### config.mk
export PLATFORM = sky130hd
export DESIGN_NAME = lpf_cordic
export DESIGN_NICKNAME = d
export VERILOG_FILES = /design/src/lpf_pkg.sv /design/src/lpf_cordic.sv
export SDC_FILE = /design/constraint.sdc
export NUM_CORES = 1
export LEC_CHECK = 0
export ABC_AREA = 1
export BUFFER_PORTS_ARGS = -buffer_cell sky130_fd_sc_hd__buf_2
export CORE_ASPECT_RATIO = 1.25
export CORE_MARGIN = 3
export CORE_UTILIZATION = 50
export CTS_BUF_LIST = sky130_fd_sc_hd__clkbuf_4
export DETAILED_ROUTE_END_ITERATION = 8
export PLACE_DENSITY = 0.67
export SYNTH_ARGS = -nofsm -noshare
export SYNTH_HDL_FRONTEND = slang
export SYNTH_SLANG_ARGS = --single-unit
### constraint.sdc
create_clock -name clk -period 7.6 [get_ports clk]
set_input_delay 0.38 -clock clk [delete_from_list [all_inputs] [get_ports clk]]
set_output_delay 0.38 -clock clk [all_outputs]
set_load 0.02 [all_outputs]
### src/lpf_pkg.sv
`default_nettype none
package lpf_pkg;

    localparam int MAX_POINTS   = 1024;
    localparam int ADDR_W       = $clog2(MAX_POINTS);
    localparam int CNT_W        = $clog2(MAX_POINTS + 1);
    localparam int CORDIC_STEPS = 16;
    localparam int STEP_W       = $clog2(CORDIC_STEPS);
    localparam int CW           = 36;
    localparam int ZW           = 34;
    localparam int CFG_W        = 31;
    localparam int CFG_IDX_W    = 3;
    localparam int NUM_CFG      = 6;

    localparam int PI_Q13       = 25736;
    localparam int HALF_PI_Q13  = 12868;
    localparam logic signed [ZW-1:0] Z_PREROT = 34'sd1686629713;
    localparam logic signed [33:0] ONE_Q28 = 34'sd268435456;

    localparam logic [CFG_IDX_W-1:0] CFG_LOOKAHEAD = 3'd0;
    localparam logic [CFG_IDX_W-1:0] CFG_GOAL_TOL  = 3'd1;
    localparam logic [CFG_IDX_W-1:0] CFG_LIN_GAIN  = 3'd2;
    localparam logic [CFG_IDX_W-1:0] CFG_ANG_GAIN  = 3'd3;
    localparam logic [CFG_IDX_W-1:0] CFG_LIN_LIM   = 3'd4;
    localparam logic [CFG_IDX_W-1:0] CFG_ANG_LIM   = 3'd5;

    localparam logic REQ_LOAD = 1'b0;
    localparam logic REQ_TICK = 1'b1;

    localparam logic [ZW-1:0] ATAN_HEAD [10] = '{
        34'd843314856, 34'd497837829, 34'd263043836, 34'd133525158, 34'd67021686,
        34'd33543515,  34'd16775850,  34'd8388437,   34'd4194282,   34'd2097149
    };

    typedef enum logic [4:0] {
        S_IDLE,
        S_YAW_MUL,
        S_YAW_START,
        S_YAW_WAIT,
        S_RD,
        S_DIFF,
        S_ABS,
        S_SQX,
        S_SQY,
        S_SQRT,
        S_DIST,
        S_CHK,
        S_ANG_START,
        S_ANG_WAIT,
        S_EVAL,
        S_NEXT,
        S_OUT_MUL,
        S_OUT
    } state_t;

    typedef enum logic [1:0] {
        PASS_AHEAD,
        PASS_ANY,
        PASS_FINAL
    } pass_t;

    function automatic logic signed [ZW-1:0] atan_entry(input logic [STEP_W-1:0] i);
        logic [ZW-1:0] r;
        if (32'(i) < 10)
            r = ATAN_HEAD[i];
        else if (32'(i) > 30)
            r = '0;
        else
            r = (ZW'(1) << (ZW'(30) - ZW'(i))) - ZW'(1);
        return $signed(r);
    endfunction

endpackage
`default_nettype wire

### src/lpf_cordic.sv
`default_nettype none
module lpf_cordic (
    input  logic                          clk,
    input  logic                          rst_n,
    input  logic                          start,
    input  logic signed [lpf_pkg::CW-1:0] y_in,
    input  logic signed [lpf_pkg::CW-1:0] x_in,
    output logic                          done,
    output logic signed [15:0]            angle
);
    import lpf_pkg::*;

    logic signed [CW-1:0] x_reg, x_next, y_reg, y_next;
    logic signed [ZW-1:0] z_reg, z_next;
    logic [STEP_W-1:0]    step_reg, step_next;
    logic                 run_reg, run_next;
    logic                 done_reg, done_next;
    logic                 zero_reg, zero_next;
    logic signed [CW-1:0] xs, ys;
    logic signed [ZW-1:0] zr;

    always_comb
    begin
        x_next    = x_reg;
        y_next    = y_reg;
        z_next    = z_reg;
        step_next = step_reg;
        run_next  = run_reg;
        done_next = 1'b0;
        zero_next = zero_reg;
        xs        = x_reg >>> step_reg;
        ys        = y_reg >>> step_reg;
        if (start)
        begin
            step_next = '0;
            zero_next = (x_in == '0) && (y_in == '0);
            run_next  = !zero_next;
            done_next = zero_next;
            x_next    = x_in;
            y_next    = y_in;
            z_next    = '0;
            if (x_in < 0)
            begin
                if (y_in >= 0)
                begin
                    x_next = y_in;
                    y_next = -x_in;
                    z_next = Z_PREROT;
                end
                else
                begin
                    x_next = -y_in;
                    y_next = x_in;
                    z_next = -Z_PREROT;
                end
            end
        end
        else if (run_reg)
        begin
            if (y_reg >= 0)
            begin
                x_next = x_reg + ys;
                y_next = y_reg - xs;
                z_next = z_reg + atan_entry(step_reg);
            end
            else
            begin
                x_next = x_reg - ys;
                y_next = y_reg + xs;
                z_next = z_reg - atan_entry(step_reg);
            end
            step_next = step_reg + 1'b1;
            if (32'(step_reg) == CORDIC_STEPS - 1)
            begin
                run_next  = 1'b0;
                done_next = 1'b1;
            end
        end
    end

    always_ff @(posedge clk or negedge rst_n)
    begin
        if (!rst_n)
        begin
            run_reg  <= 1'b0;
            done_reg <= 1'b0;
            step_reg <= '0;
            zero_reg <= 1'b0;
        end
        else
        begin
            run_reg  <= run_next;
            done_reg <= done_next;
            step_reg <= step_next;
            zero_reg <= zero_next;
        end
    end

    always_ff @(posedge clk)
    begin
        x_reg <= x_next;
        y_reg <= y_next;
        z_reg <= z_next;
    end

    assign zr    = (z_reg + ZW'(65536)) >>> 17;
    assign done  = done_reg;
    assign angle = zero_reg ? 16'sd0 : zr[15:0];

endmodule
`default_nettype wire

==> results.toml <==
[finish]
fin_cells = 4159
layout.nets = 3800
final_cell_area_mm2 = 0.0216
final_layout_size_suffix_gt1_share_pct = 5.85
fillers = 4500
seqCellArea_mm2 = 0.00333
finish.utilization_pct = 52.6
syn_to_final_growth_pct = 3.55
multi_input_area_mm2 = 0.0155

[yosys]
synthMuxAreaShare_pct = 0
synth_fa_ha_area_share_pct = 7.66
synth_top_cell_area_share_pct = 18.0
synth_flop_cell = "edfxtp_1"
synth_most_common_cell = "nand2_1"
yosys-top-cells-area = "nand2_1 (18%), edfxtp_1 (15%), nand3_1 (11%)"
ys_top_cells_by_count = "nand2_1 (1000), nand3_1 (473), nor2_1 (389), inv_1 (344), o21ai_0 (287)"
synth-seq-area-share_pct = 15.9
synthXorXnorAreaFrac_pct = 6.13
synth-async-reset-ratio_pct = 6.25
synth_compound_area_share_pct = 18.2
synthDistinctLibCells = 59
synth-edff-count = 105
ys_ff_latch = 112
synth_fp_nets = 3809
avgSynthCellArea_um2 = 5.79
yosys_warnings = 0
synth_area_leader_cell = "nand2_1"
yosys.area_share.simple_pct = 42.2
synthCells = 3608
syn-cell-area_mm2 = 0.0209
synth_top_family_by_area = "simple AND/OR/NAND/NOR gates"

[hold_path]
worstHoldPathType = "primary input to async pin"

[power_and_ir_drop]
design_power_total_mw = 11.7
leakage_nw = 10.4
vdd_drop_max_mv = 0.415
cellPowerDensity_mw_per_mm2 = 540

[worst_setup_path]
worst-path-buf-inv = 4
cp_data_arrival_time_ns = 6.65
endpoint_kind = "flop"
worstSetupStartpointType = "flop"
cp_max_fo = 57
crit_family = "simple AND/OR/NAND/NOR gates"
cpPeakStageDelay_ns = 0.80
rr_worst_depth = 25
path_class = "flop to flop"
cpMaxStageDelayCell = "inv_2"
required_ns = 7.99
cpMostUsedCell = "nand2_1"
rrSetupSlack_ns = 1.33
reg2reg_from = "step_reg[1]"
r2r-end = "y_reg[32]"

[clock_network]
clockBufferDepth = 2
ctsResizeCount = 0
numCtsBuffers = 9
clk_latency_ns = 0.68
cts_tree = "built"
cts.clk_slew.worst_paths_ns = 0.27
htreeDepth = 3
clock_sinks = 112
root_buffer = "clkbuf_4"

[global_route]
antenna_found_initial = 4
grt_overflow = 0
grt_pass1_wl_mm = 133
grt_usage_pct = 39.0
grt_max_degree = 77
grt_pass1_vias = 23400

[place]
place_congestion = 1.04
portBuffers = 91
dp_slack_ns = 1.59
placed_cells = 4139
place_area_mm2 = 0.0215
hpwlAfterDp_mm = 72.0

[sta]
setup_violations = 0
final_max_slew_viol_count = 0
max_freq_mhz = 160
fin_ws_ns = 1.33
min_period_ns = 6.27
period_share_pct = 82.4
whs_ns = 0.0507
final-hold-violation-count = 0
final.setup.tns_ns = 0
slew_headroom_pct = 8.89
tightest_slew_ns = 1.36
skew_ns = 0.0603
rsz0062_at_grt = "false"

[route]
routed_wl_mm = 88.9
dr.pass1.iters = 7
drtAntennaViolNets = 0
drt_iter0_drc = 2542
drc = 0
wire_per_inst_um = 21.4
via_per_inst = 6.07
vias = 25200

[job]
cap_viol_max_count = 0

[floorplanning]
core_mm2 = 0.0411
num_io_pins = 92
die_area_mm2 = 0.0443
rows = 83
die_h_um = 234
die_w_um = 189
initial_core_util_pct = 50.8

[outcome]
status = "complete, no violations"
cells in the final DEF (no fill, tap or decap), drive strengths merged, types with 10 or more instances in the layout:
| cell | n |
|---|---|
| nand4 | 45 |
| xnor2 | 49 |
| a21oi | 255 |
| nor3 | 46 |
| xor2 | 97 |
| nor4 | 17 |
| a21boi | 10 |
| nor2 | 414 |
| buf | 111 |
| o21bai | 14 |
| ha | 123 |
| o21ai | 309 |
| nand3 | 482 |
| inv | 356 |
| o211ai | 21 |
| nand2 | 1017 |
| o31ai | 15 |
| edfxtp | 105 |
| a31oi | 28 |
worst reg2reg max path, delay by kind of cell (launching register included):
family,cells,cell delay (ns)
compound gates,4,1.44
xor+xnor,1,0.36
fa+ha+maj,2,0.70
flops,1,0.55
simple gates,14,1.92
buf+inv,4,1.05
worst max-delay path by stage:
stage | from | endpoint | slack [ns] | cells past startpoint
global placement | step_reg[1] | y_reg[32] | 1.71 | 25
global route | step_reg[1] | y_reg[32] | 0.84 | 25
detailed placement | step_reg[3] | z_reg[29] | 1.59 | 26
floorplan | step_reg[2] | z_reg[26] | 2.76 | 35
finish | step_reg[1] | y_reg[32] | 1.33 | 25
CTS | step_reg[3] | z_reg[29] | 1.54 | 26
layer usage:
| metal | share of wire, % | GRT usage [%] | vias to the layer above |
|---|---|---|---|
| met3 | 6.5 | 4.80 | 333 |
| met1 | 36 | 42.6 | 11500 |
| met5 | 0.034 | 0 | - |
| met4 | 9.7 | 30.6 | 4 |
| met2 | 47 | 68.6 | 1260 |
| li1 | - | - | 12100 |
final cells by class:
cell class,instances,share of cell area [%]
well taps,552,3.20
multi-input cells,3011,71.7
clock buffers,9,0.313
flip-flops and latches,112,15.4
clock inverters,7,0.359
inverters,353,6.15
diodes,3,0.0347
repair buffers,112,2.86
cell families (layout without fill, tap and decap cells):
group | count (synthesis) | in the layout
adder cells (fa/ha/maj) | 126 | 126
other | 0 | 3
buffers and inverters | 485 | 481
XOR/XNOR | 146 | 146
AND/OR/NAND/NOR | 2048 | 2048
flip-flops | 112 | 112
AO/OA/AOI/OAI | 691 | 691
where the power goes:
part           switching (mW)  internal, mW
clock                   0.284        0.0795
sequential              0.465          1.15
combinational            6.61          3.08
total                    7.35          4.31
repair_timing:
item                                    CTS  global route
buffers inserted                          0             0
endpoints found under the hold margin     7             0
endpoints found under the setup margin    0             0
hold buffers                              1             0
(Power assumes the default switching activity.)
